`config.mk`:
```
export PLATFORM = sky130hd
export DESIGN_NAME = http_request_framer_unit
export DESIGN_NICKNAME = d
export VERILOG_FILES = /design/src/rtl/hrf_pkg.sv /design/src/rtl/http_request_framer_unit.sv /design/src/rtl/hrf_len.sv
export SDC_FILE = /design/constraint.sdc
export NUM_CORES = 1
export LEC_CHECK = 0
export CAP_MARGIN = 20
export CORE_MARGIN = 4
export CORE_UTILIZATION = 30
export CTS_CLUSTER_DIAMETER = 100
export DETAILED_ROUTE_END_ITERATION = 7
export DONT_BUFFER_PORTS = 1
export PLACE_DENSITY = 0.49
export SLEW_MARGIN = 20
export SYNTH_ARGS = -nofsm -noshare
export SYNTH_HDL_FRONTEND = slang
export SYNTH_SLANG_ARGS = --single-unit
```
`constraint.sdc`:
```
create_clock -name clk -period 20.4 [get_ports clk]
set_clock_uncertainty 0.05 [all_clocks]
set_input_delay 3.06 -clock clk [delete_from_list [all_inputs] [get_ports clk]]
set_output_delay 3.06 -clock clk [all_outputs]
set_load 0.01 [all_outputs]
```
`src/rtl/hrf_pkg.sv`:
```
// ----------------------------------------------------------------------------
// HTTP request framer package
// Types, codes and lookup functions shared by the framer modules.
// ----------------------------------------------------------------------------
`default_nettype none

package hrf_pkg;

    localparam int METHOD_BYTES = 8;
    localparam int PATH_BYTES   = 64;
    localparam logic [4:0] CL_NAME_LEN = 5'd14;

    typedef enum logic [2:0] {
        PH_METHOD = 3'd0,
        PH_PATH   = 3'd1,
        PH_REST   = 3'd2,
        PH_HEADER = 3'd3,
        PH_BODY   = 3'd4
    } phase_t;

    typedef enum logic [2:0] {
        LP_NAME   = 3'd0,
        LP_LEAD   = 3'd1,
        LP_DIGITS = 3'd2,
        LP_TRAIL  = 3'd3,
        LP_SKIP   = 3'd4,
        LP_DONE   = 3'd5
    } lp_t;

    localparam logic [1:0] ST_BUSY      = 2'd0;
    localparam logic [1:0] ST_COMPLETE  = 2'd1;
    localparam logic [1:0] ST_MALFORMED = 2'd2;
    localparam logic [1:0] ST_TOO_LARGE = 2'd3;

    localparam logic [7:0] CH_SPACE = 8'h20;
    localparam logic [7:0] CH_TAB   = 8'h09;
    localparam logic [7:0] CH_CR    = 8'h0D;
    localparam logic [7:0] CH_LF    = 8'h0A;
    localparam logic [7:0] CH_COLON = 8'h3A;

    localparam logic [7:0] REG_HEADER_LIMIT = 8'd0;
    localparam logic [7:0] REG_BODY_LIMIT   = 8'd1;

    // Content-Length parser state carried between bytes.
    typedef struct packed {
        lp_t         lp;
        logic [4:0]  name_pos;
        logic [31:0] accum;
        logic        present;
        logic        invalid;
        logic        overflow;
    } len_state_t;

    function automatic logic [7:0] to_lower(input logic [7:0] b);
        logic [7:0] r;
        r = b;
        if (b >= 8'h41 && b <= 8'h5A)
        begin
            r = b + 8'd32;
        end
        return r;
    endfunction

    // Lower-case text of "content-length".
    function automatic logic [7:0] cl_char(input logic [4:0] pos);
        logic [7:0] c;
        case (pos)
            5'd0:    c = "c";
            5'd1:    c = "o";
            5'd2:    c = "n";
            5'd3:    c = "t";
            5'd4:    c = "e";
            5'd5:    c = "n";
            5'd6:    c = "t";
            5'd7:    c = "-";
            5'd8:    c = "l";
            5'd9:    c = "e";
            5'd10:   c = "n";
            5'd11:   c = "g";
            5'd12:   c = "t";
            5'd13:   c = "h";
            default: c = 8'h00;
        endcase
        return c;
    endfunction

    // Candidate 0 is post, 1 is put, 2 is patch.
    function automatic logic [4:0] meth_len(input logic [1:0] i);
        logic [4:0] n;
        case (i)
            2'd0:    n = 5'd4;
            2'd1:    n = 5'd3;
            default: n = 5'd5;
        endcase
        return n;
    endfunction

    function automatic logic [7:0] meth_char(input logic [1:0] i, input logic [2:0] pos);
        logic [7:0] c;
        c = 8'h00;
        case (i)
            2'd0:
            begin
                case (pos)
                    3'd0:    c = "p";
                    3'd1:    c = "o";
                    3'd2:    c = "s";
                    3'd3:    c = "t";
                    default: c = 8'h00;
                endcase
            end
            2'd1:
            begin
                case (pos)
                    3'd0:    c = "p";
                    3'd1:    c = "u";
                    3'd2:    c = "t";
                    default: c = 8'h00;
                endcase
            end
            default:
            begin
                case (pos)
                    3'd0:    c = "p";
                    3'd1:    c = "a";
                    3'd2:    c = "t";
                    3'd3:    c = "c";
                    3'd4:    c = "h";
                    default: c = 8'h00;
                endcase
            end
        endcase
        return c;
    endfunction

endpackage

`default_nettype wire

```
`src/rtl/http_request_framer_unit.sv`:
```
// ----------------------------------------------------------------------------
// HTTP request framer
// Byte-serial HTTP/1.1 request splitter with header checks and body counting.
// ----------------------------------------------------------------------------
// Each byte of the request stream is tagged with the part of the request it
// belongs to and comes out in the cycle after it is accepted; a new byte can be
// taken every cycle, since the whole per-byte update is one pass of logic
// between the parser state registers and the output register. The output
// register holds a result while the downstream side stalls, and in_stall
// rises only when that register is full and stalled. The header ends at
// CR LF CR LF or LF LF; on that byte the request line, the first
// Content-Length line and the declared length are judged, and either the
// request ends there or the declared number of body bytes follows. After
// any byte flagged request_last the parser returns to its reset state.
// header_limit (index 0) and body_limit (index 1) are written through the
// configuration port, which is always ready; other indexes are ignored.
// ----------------------------------------------------------------------------
`default_nettype none

module http_request_framer_unit (
    input  wire logic        clk,
    input  wire logic        rst_n,
    // Request byte stream.
    input  wire logic        in_valid,
    output logic             in_stall,
    input  wire logic [7:0]  in_byte,
    // Tagged result stream.
    output logic             out_valid,
    input  wire logic        out_stall,
    output logic [7:0]       out_byte,
    output logic [2:0]       byte_region,
    output logic             request_last,
    output logic [1:0]       status,
    output logic [15:0]      declared_length,
    output logic             body_required,
    // Configuration writes.
    input  wire logic        cfg_valid,
    output logic             cfg_ready,
    input  wire logic [7:0]  cfg_index,
    input  wire logic [15:0] cfg_data
);

    localparam logic [4:0] METHOD_MAX = 5'(hrf_pkg::METHOD_BYTES - 1);
    localparam logic [7:0] PATH_MAX   = 8'(hrf_pkg::PATH_BYTES - 1);

    // Configuration registers.
    logic [15:0] header_limit_reg;
    logic [15:0] body_limit_reg;

    // Parser state.
    hrf_pkg::phase_t     phase_reg,      phase_next;
    logic [23:0]         recent_reg,     recent_next;
    logic [16:0]         hcount_reg,     hcount_next;
    logic [4:0]          mlen_reg,       mlen_next;
    logic [7:0]          plen_reg,       plen_next;
    logic [1:0]          lstat_reg,      lstat_next;
    logic [2:0]          mflags_reg,     mflags_next;
    hrf_pkg::len_state_t len_reg,        len_next;
    hrf_pkg::len_state_t len_upd;
    logic [15:0]         remain_reg,     remain_next;

    // Output register.
    logic        out_valid_reg,  out_valid_next;
    logic [7:0]  out_byte_reg;
    logic [2:0]  region_reg;
    logic        last_reg;
    logic [1:0]  status_reg;
    logic [15:0] clen_reg;
    logic        breq_reg;

    // Per-byte result before registering.
    logic [2:0]  res_region;
    logic        res_last;
    logic [1:0]  res_status;
    logic [15:0] res_clen;
    logic        res_breq;

    logic        accept;
    logic        term;
    logic [7:0]  lb;
    logic [15:0] clip;

    assign in_stall  = out_valid_reg && out_stall;
    assign accept    = in_valid && !in_stall;
    assign cfg_ready = 1'b1;
    assign lb        = hrf_pkg::to_lower(in_byte);

    hrf_len u_len (
        .byte_in (in_byte),
        .cur     (len_reg),
        .nxt     (len_upd)
    );

    assign clip = (len_reg.accum > 32'h0000_FFFF) ? 16'hFFFF : len_reg.accum[15:0];

    // The header ends on an LF that follows an LF, or CR LF CR.
    assign term = (in_byte == hrf_pkg::CH_LF) &&
                  (recent_reg[7:0] == hrf_pkg::CH_LF ||
                   (recent_reg[7:0] == hrf_pkg::CH_CR &&
                    recent_reg[15:8] == hrf_pkg::CH_LF &&
                    recent_reg[23:16] == hrf_pkg::CH_CR));

    always_comb
    begin
        phase_next  = phase_reg;
        recent_next = recent_reg;
        hcount_next = hcount_reg;
        mlen_next   = mlen_reg;
        plen_next   = plen_reg;
        lstat_next  = lstat_reg;
        mflags_next = mflags_reg;
        len_next    = len_reg;
        remain_next = remain_reg;
        res_region  = 3'(phase_reg);
        res_last    = 1'b0;
        res_status  = hrf_pkg::ST_BUSY;
        res_clen    = 16'd0;

        if (phase_reg == hrf_pkg::PH_BODY)
        begin
            res_clen = clip;
            if (remain_reg != 16'd0)
            begin
                remain_next = remain_reg - 16'd1;
            end
            if (remain_next == 16'd0)
            begin
                res_last   = 1'b1;
                res_status = hrf_pkg::ST_COMPLETE;
            end
        end
        else
        begin
            if (hcount_reg < 17'h10000)
            begin
                hcount_next = hcount_reg + 17'd1;
            end

            // Request line tracking.
            case (phase_reg)
                hrf_pkg::PH_METHOD:
                begin
                    if (in_byte == hrf_pkg::CH_SPACE)
                    begin
                        if (mlen_reg == 5'd0 && lstat_reg == hrf_pkg::ST_BUSY)
                        begin
                            lstat_next = hrf_pkg::ST_TOO_LARGE;
                        end
                        for (int i = 0; i < 3; i++)
                        begin
                            if (hrf_pkg::meth_len(2'(i)) != mlen_reg)
                            begin
                                mflags_next[i] = 1'b0;
                            end
                        end
                        phase_next = hrf_pkg::PH_PATH;
                    end
                    else if (in_byte == hrf_pkg::CH_LF)
                    begin
                        lstat_next  = hrf_pkg::ST_MALFORMED;
                        mflags_next = 3'b000;
                        phase_next  = hrf_pkg::PH_HEADER;
                    end
                    else if (mlen_reg >= METHOD_MAX)
                    begin
                        if (lstat_reg == hrf_pkg::ST_BUSY)
                        begin
                            lstat_next = hrf_pkg::ST_TOO_LARGE;
                        end
                        mflags_next = 3'b000;
                    end
                    else
                    begin
                        for (int i = 0; i < 3; i++)
                        begin
                            if (mlen_reg >= hrf_pkg::meth_len(2'(i)) ||
                                hrf_pkg::meth_char(2'(i), mlen_reg[2:0]) != lb)
                            begin
                                mflags_next[i] = 1'b0;
                            end
                        end
                        mlen_next = mlen_reg + 5'd1;
                    end
                end
                hrf_pkg::PH_PATH:
                begin
                    if (in_byte == hrf_pkg::CH_SPACE)
                    begin
                        if (plen_reg == 8'd0 && lstat_reg == hrf_pkg::ST_BUSY)
                        begin
                            lstat_next = hrf_pkg::ST_TOO_LARGE;
                        end
                        phase_next = hrf_pkg::PH_REST;
                    end
                    else if (in_byte == hrf_pkg::CH_LF)
                    begin
                        lstat_next = hrf_pkg::ST_MALFORMED;
                        phase_next = hrf_pkg::PH_HEADER;
                    end
                    else if (plen_reg >= PATH_MAX)
                    begin
                        if (lstat_reg == hrf_pkg::ST_BUSY)
                        begin
                            lstat_next = hrf_pkg::ST_TOO_LARGE;
                        end
                    end
                    else
                    begin
                        plen_next = plen_reg + 8'd1;
                    end
                end
                hrf_pkg::PH_REST:
                begin
                    if (in_byte == hrf_pkg::CH_LF)
                    begin
                        phase_next = hrf_pkg::PH_HEADER;
                    end
                end
                default:
                begin
                    phase_next = phase_reg;
                end
            endcase

            len_next    = len_upd;
            recent_next = {recent_reg[15:0], in_byte};

            if (term)
            begin
                // Content-Length is unchanged by an LF, so the stored value stands.
                res_clen = clip;
                res_last = 1'b1;
                if (lstat_next != hrf_pkg::ST_BUSY)
                begin
                    res_status = lstat_next;
                end
                else if (len_next.invalid)
                begin
                    res_status = hrf_pkg::ST_MALFORMED;
                end
                else if (mflags_next != 3'b000 && !len_next.present)
                begin
                    res_status = hrf_pkg::ST_MALFORMED;
                end
                else if (len_next.accum > {16'd0, body_limit_reg})
                begin
                    res_status = hrf_pkg::ST_TOO_LARGE;
                end
                else if (len_next.accum == 32'd0)
                begin
                    res_status = hrf_pkg::ST_COMPLETE;
                end
                else
                begin
                    res_last    = 1'b0;
                    phase_next  = hrf_pkg::PH_BODY;
                    remain_next = len_next.accum[15:0];
                end
            end
            else if (hcount_next > {1'b0, header_limit_reg})
            begin
                res_last   = 1'b1;
                res_status = hrf_pkg::ST_TOO_LARGE;
            end
        end

        res_breq = (phase_next != hrf_pkg::PH_METHOD) && (mflags_next != 3'b000);
        out_valid_next = accept || in_stall;
    end

    // Configuration registers.
    always_ff @(posedge clk or negedge rst_n)
    begin
        if (!rst_n)
        begin
            header_limit_reg <= 16'd1024;
            body_limit_reg   <= 16'd4096;
        end
        else if (cfg_valid && cfg_ready)
        begin
            if (cfg_index == hrf_pkg::REG_HEADER_LIMIT)
            begin
                header_limit_reg <= cfg_data;
            end
            else if (cfg_index == hrf_pkg::REG_BODY_LIMIT)
            begin
                body_limit_reg <= cfg_data;
            end
        end
    end

    // Parser state; a finished or rejected request returns it to reset.
    always_ff @(posedge clk or negedge rst_n)
    begin
        if (!rst_n)
        begin
            phase_reg  <= hrf_pkg::PH_METHOD;
            recent_reg <= 24'd0;
            hcount_reg <= 17'd0;
            mlen_reg   <= 5'd0;
            plen_reg   <= 8'd0;
            lstat_reg  <= hrf_pkg::ST_BUSY;
            mflags_reg <= 3'b111;
            len_reg    <= '{lp: hrf_pkg::LP_NAME, name_pos: 5'd0, accum: 32'd0,
                            present: 1'b0, invalid: 1'b0, overflow: 1'b0};
            remain_reg <= 16'd0;
        end
        else if (accept)
        begin
            if (res_last)
            begin
                phase_reg  <= hrf_pkg::PH_METHOD;
                recent_reg <= 24'd0;
                hcount_reg <= 17'd0;
                mlen_reg   <= 5'd0;
                plen_reg   <= 8'd0;
                lstat_reg  <= hrf_pkg::ST_BUSY;
                mflags_reg <= 3'b111;
                len_reg    <= '{lp: hrf_pkg::LP_NAME, name_pos: 5'd0, accum: 32'd0,
                                present: 1'b0, invalid: 1'b0, overflow: 1'b0};
                remain_reg <= 16'd0;
            end
            else
            begin
                phase_reg  <= phase_next;
                recent_reg <= recent_next;
                hcount_reg <= hcount_next;
                mlen_reg   <= mlen_next;
                plen_reg   <= plen_next;
                lstat_reg  <= lstat_next;
                mflags_reg <= mflags_next;
                len_reg    <= len_next;
                remain_reg <= remain_next;
            end
        end
    end

    // Output register control.
    always_ff @(posedge clk or negedge rst_n)
    begin
        if (!rst_n)
        begin
            out_valid_reg <= 1'b0;
        end
        else
        begin
            out_valid_reg <= out_valid_next;
        end
    end

    // Output payload; loaded only when a new request byte is taken.
    always_ff @(posedge clk)
    begin
        if (accept)
        begin
            out_byte_reg <= in_byte;
            region_reg   <= res_region;
            last_reg     <= res_last;
            status_reg   <= res_status;
            clen_reg     <= res_clen;
            breq_reg     <= res_breq;
        end
    end

    assign out_valid       = out_valid_reg;
    assign out_byte        = out_byte_reg;
    assign byte_region     = region_reg;
    assign request_last    = last_reg;
    assign status          = status_reg;
    assign declared_length = clen_reg;
    assign body_required   = breq_reg;

endmodule

`default_nettype wire

```
`src/rtl/hrf_len.sv`:
```
// ----------------------------------------------------------------------------
// HTTP request framer Content-Length parser
// Next-state logic for matching the header name and accumulating its value.
// ----------------------------------------------------------------------------
`default_nettype none

module hrf_len (
    input  wire logic [7:0]         byte_in,
    input  hrf_pkg::len_state_t     cur,
    output hrf_pkg::len_state_t     nxt
);

    logic        ws;
    logic        dig;
    logic [35:0] prod;

    assign ws   = (byte_in == hrf_pkg::CH_SPACE) || (byte_in == hrf_pkg::CH_TAB);
    assign dig  = (byte_in >= 8'h30) && (byte_in <= 8'h39);
    // accum * 10 + digit, wide enough to see a 32-bit overflow.
    assign prod = ({4'd0, cur.accum} << 3) + ({4'd0, cur.accum} << 1)
                + {32'd0, byte_in[3:0]};

    always_comb
    begin
        nxt = cur;
        if (cur.lp == hrf_pkg::LP_DONE)
        begin
            nxt = cur;
        end
        else if (byte_in == hrf_pkg::CH_LF)
        begin
            case (cur.lp)
                hrf_pkg::LP_LEAD:
                begin
                    nxt.invalid = 1'b1;
                    nxt.lp      = hrf_pkg::LP_DONE;
                end
                hrf_pkg::LP_DIGITS, hrf_pkg::LP_TRAIL:
                begin
                    nxt.present = 1'b1;
                    nxt.lp      = hrf_pkg::LP_DONE;
                end
                default:
                begin
                    nxt.lp       = hrf_pkg::LP_NAME;
                    nxt.name_pos = 5'd0;
                end
            endcase
        end
        else
        begin
            case (cur.lp)
                hrf_pkg::LP_NAME:
                begin
                    if (cur.name_pos < hrf_pkg::CL_NAME_LEN &&
                        hrf_pkg::to_lower(byte_in) == hrf_pkg::cl_char(cur.name_pos))
                    begin
                        nxt.name_pos = cur.name_pos + 5'd1;
                    end
                    else if (cur.name_pos == hrf_pkg::CL_NAME_LEN &&
                             byte_in == hrf_pkg::CH_COLON)
                    begin
                        nxt.lp = hrf_pkg::LP_LEAD;
                    end
                    else
                    begin
                        nxt.lp = hrf_pkg::LP_SKIP;
                    end
                end
                hrf_pkg::LP_LEAD:
                begin
                    if (dig)
                    begin
                        nxt.accum = {28'd0, byte_in[3:0]};
                        nxt.lp    = hrf_pkg::LP_DIGITS;
                    end
                    else if (!ws)
                    begin
                        nxt.invalid = 1'b1;
                        nxt.lp      = hrf_pkg::LP_DONE;
                    end
                end
                hrf_pkg::LP_DIGITS:
                begin
                    if (dig)
                    begin
                        if (prod > 36'hFFFF_FFFF)
                        begin
                            nxt.invalid  = 1'b1;
                            nxt.overflow = 1'b1;
                            nxt.lp       = hrf_pkg::LP_DONE;
                        end
                        else
                        begin
                            nxt.accum = prod[31:0];
                        end
                    end
                    else if (ws || byte_in == hrf_pkg::CH_CR)
                    begin
                        nxt.lp = hrf_pkg::LP_TRAIL;
                    end
                    else
                    begin
                        nxt.invalid = 1'b1;
                        nxt.lp      = hrf_pkg::LP_DONE;
                    end
                end
                hrf_pkg::LP_TRAIL:
                begin
                    if (!(ws || byte_in == hrf_pkg::CH_CR))
                    begin
                        nxt.invalid = 1'b1;
                        nxt.lp      = hrf_pkg::LP_DONE;
                    end
                end
                default:
                begin
                    nxt = cur;
                end
            endcase
        end
    end

endmodule

`default_nettype wire

```
==> flow_summary_export.csv <==
group,metric,value,unit
setup_path,cp.required,20770,ps
cells_and_area,layout-area-overhead-vs-synth,7.431,%
setup_path,critPathArrivalTime,10950,ps
timing,fin_tns_setup,0,ps
detailed_routing,wire_per_inst,19.23,um
detailed_routing,vias,11670,
power,power_switching,0.2854,mW
synth,yosysTopAreaCell,"dfrtp_1",
setup_path,slowest_stage,"nor2_1",
timing,rsz0062_at_grt,"no",
synth,syn-instance-count,1586,
clocking,cts.sinks,184,
timing,finalCriticalPeriod,10570,ps
timing,fin_ws,9825,ps
floorplanning,rows,77,
place,place_inst,2101,
place,dp_hpwl,30.25,mm
cells_and_area,final_util,32.73,%
place,io_buffers,0,
place,pre_cts_slack,9386,ps
detailed_routing,routed_wl,41.01,mm
setup_path,path_delay_family,"compound AO/OA/AOI/OAI gates",
synth,ys.flop_type,"dfrtp_1",
timing,drv_slew,0,
detailed_routing,first_pass_iters,6,
clocking,cts_resized,0,
floorplanning,dieArea,48470,um^2
timing,fmax,0.09457,GHz
setup_path,critPathKind,"primary input to flop",
timing,hold_violations,0,
floorplanning,io_pins,71,
hold_path,hold_path.class,"flop to flop",
power,p_int,0.6427,mW
floorplanning,core,44320,um^2
setup_path,endpoint_kind,"flop",
clocking,clockBufferDepth,2,
clocking,htreeDepth,4,
clocking,path_clk_slew,80,ps
grt,grt_max_degree,154,
power,finalPower,0.9281,mW
power,p_sw_share,30.75,%
grt,grt_pass1_wl,65.43,mm
synth,yosys.area.top_type_share,27.43,%
synth,yosys_warnings,0,
outcome,status,"complete, no violations",
clocking,insertion_delay,490,ps
clocking,cts_tree,"yes",
detailed_routing,routed_via_density,5.471,
timing,finalSetupViolations,0,
detailed_routing,drt_iter0_drc,712,
clocking,clockRootBuffer,"clkbuf_16",
timing,tightest_slew,1003,ps
detailed_routing,drc,0,
synth,synth_nets,1737,
timing,slew_headroom,32.50,%
synth,synth_cell_types,92,
synth,synth_area,13500,um^2
grt,grtUsageTotal,17.22,%
floorplanning,chipWidth,220.2,um
clocking,postCtsSetupRepairBufs,0,
run,maxCapViolCount,0,
setup_path,cp_slowest_stage_delay,590,ps
timing,fin_crit_sh,51.84,%
floorplanning,die_y,220.2,um
cells_and_area,fillCellCount,4747,
power,leakagePower,6.356,nW
clocking,holdBufCountCts,0,
power,powerDensity,63.98,nW/um^2
cells_and_area,n_antenna_cell,0,
grt,antenna_found_initial,0,
setup_path,cp_num_buf_inv,5,
synth,avgSynthCellArea,8.514,um^2
cells_and_area,drive_above_1_share,6.295,%
setup_path,startpoint_type,"primary input",
setup_path,crit_path_frequent_cell,"nor2_1",
synth,yosys_register_bits,184,
place,place_congestion,0.9038,
setup_path,path_max_fanout,43,
floorplanning,initial_core_util,30.47,%
synth,synth-seq-area-share,35.29,%
power,p_seq_share,47.8,%
synth,async_reset_ff_share,83.15,%
grt,grt_pass1_vias,11420,
synth,synth_edf_count,31,
cells_and_area,nNetsFinal,1679,
grt,overflow,0,
cells_and_area,instances_no_fill,2133,
power,ir_drop,0.04242,mV
clocking,cts-buffers-inserted,17,
cells_and_area,seq_area,4766,um^2
cells_and_area,multi_input_area,8030,um^2
power,combPwrFrac,16.0,%
synth,synth_area_leaders,"dfrtp_1, ha_1, edfxtp_1",
power,pwr-share-clk,36.3,%
detailed_routing,antenna_left,0,
cells_and_area,largest_reg_flops,42,
-- final timing paths --
| check | slack (ps) | start | cells after the start | endpoint |
|---|---|---|---|---|
| hold / removal | 430 | recent_reg[16] | 2 | recent_reg[16] |
| hold reg to reg | 430 | recent_reg[16] | 2 | recent_reg[16] |
| setup reg to reg | 11960 | len_reg[5] | 30 | mlen_reg[1] |
| max in group asynchronous | 17750 | rst_n | 0 | mflags_reg[0] |
| setup / recovery | 9830 | in_byte[3] | 30 | mlen_reg[1] |
| min in group asynchronous | 2230 | rst_n | 0 | len_reg[35] |
-- metal layers --
metal / vias up / global-route usage [%] / part of all wire (%)
met5: - / 0 / 0
met4: 0 / 4.417 / 1.6
met3: 40 / 4.298 / 5.5
met2: 297 / 26.91 / 46
met1: 5672 / 23.94 / 47
li1: 5661 / - / -
-- placed cells by master (no fill, tap or decap), types with 34 or more instances in the layout --
cell / n
a21oi_1: 91
dfrtp_1: 148
ha_1: 112
inv_1: 75
nand2_1: 218
nand3_1: 42
nand4_1: 34
nor2_1: 109
nor3_1: 39
o21ai_0: 144
xnor2_1: 35
-- synthesized netlist by cell type, types with 6 or more instances --
cell type and number:
nand4_1 34, a31oi_1 17, nand2_1 219, nand2b_1 13, xnor2_1 35, and2_1 6, a22o_1 19, nor2b_1 16
mux2_2 21, or2_2 6, a21o_1 14, nand3_1 42, o21a_1 25, a211oi_1 10, nor3_1 39, buf_4 6
o21ai_0 145, buf_2 15, edfxtp_1 31, nor2_1 109, and4_1 7, dfrtp_1 148, o31ai_1 14, or4_1 9
ha_1 112, or3_1 16, a22oi_1 15, xor2_1 29, nor4_1 19, a41oi_1 7, o211a_1 6, o21ai_1 7
clkbuf_1 63, inv_1 76, mux2i_1 6, and3_1 10, a21oi_1 91, o21bai_1 9, o2bb2ai_1 12
-- cells by family after synthesis --
group                    count (synthesis)  share of synthesized area (%)
buffers and inverters                  168                          5.263
adder cells (fa/ha/maj)                114                          10.67
flip-flops                             184                          35.29
multiplexers                            27                          2.196
other                                    1                        0.02777
AO/OA/AOI/OAI                          455                          21.78
XOR/XNOR                                64                          4.151
AND/OR/NAND/NOR                        573                          20.61
-- area by class of cell --
cell class / count / share of cell area, %
clock inverter: 9 / 0.5175
clock buffer: 23 / 3.450
inverter: 77 / 1.992
tap: 592 / 5.106
timing repair buffer: 14 / 0.7245
sequential: 184 / 32.85
multi-input combinational: 1234 / 55.36
-- power by group through the flow --
stage	clock network (mW)	registers, mW	logic (mW)
2_1_floorplan	0	0.434	0.123
3_3_place_gp	0	0.450	0.147
3_5_place_dp	0	0.450	0.148
4_1_cts	0.348	0.443	0.149
5_1_grt	0.363	0.449	0.170
6_report	0.336	0.443	0.148
-- stage by stage --
| stage | cell area, um^2 | hold slack (ps) |
|---|---|---|
| after global routing | 14510 | 463.9 |
| after detailed placement | 13930 | 420.5 |
| after floorplan | 13500 | 386.6 |
| after global placement | 13930 | 411.0 |
| after CTS | 14510 | 437.8 |
| final | 14510 | 431.6 |
-- worst min-delay path: stages (launching register included) --
cell     delay (ps)
dfrtp_1         340
nand2_1          50
o21ai_0          60
Power figures use the tool's default switching activity.
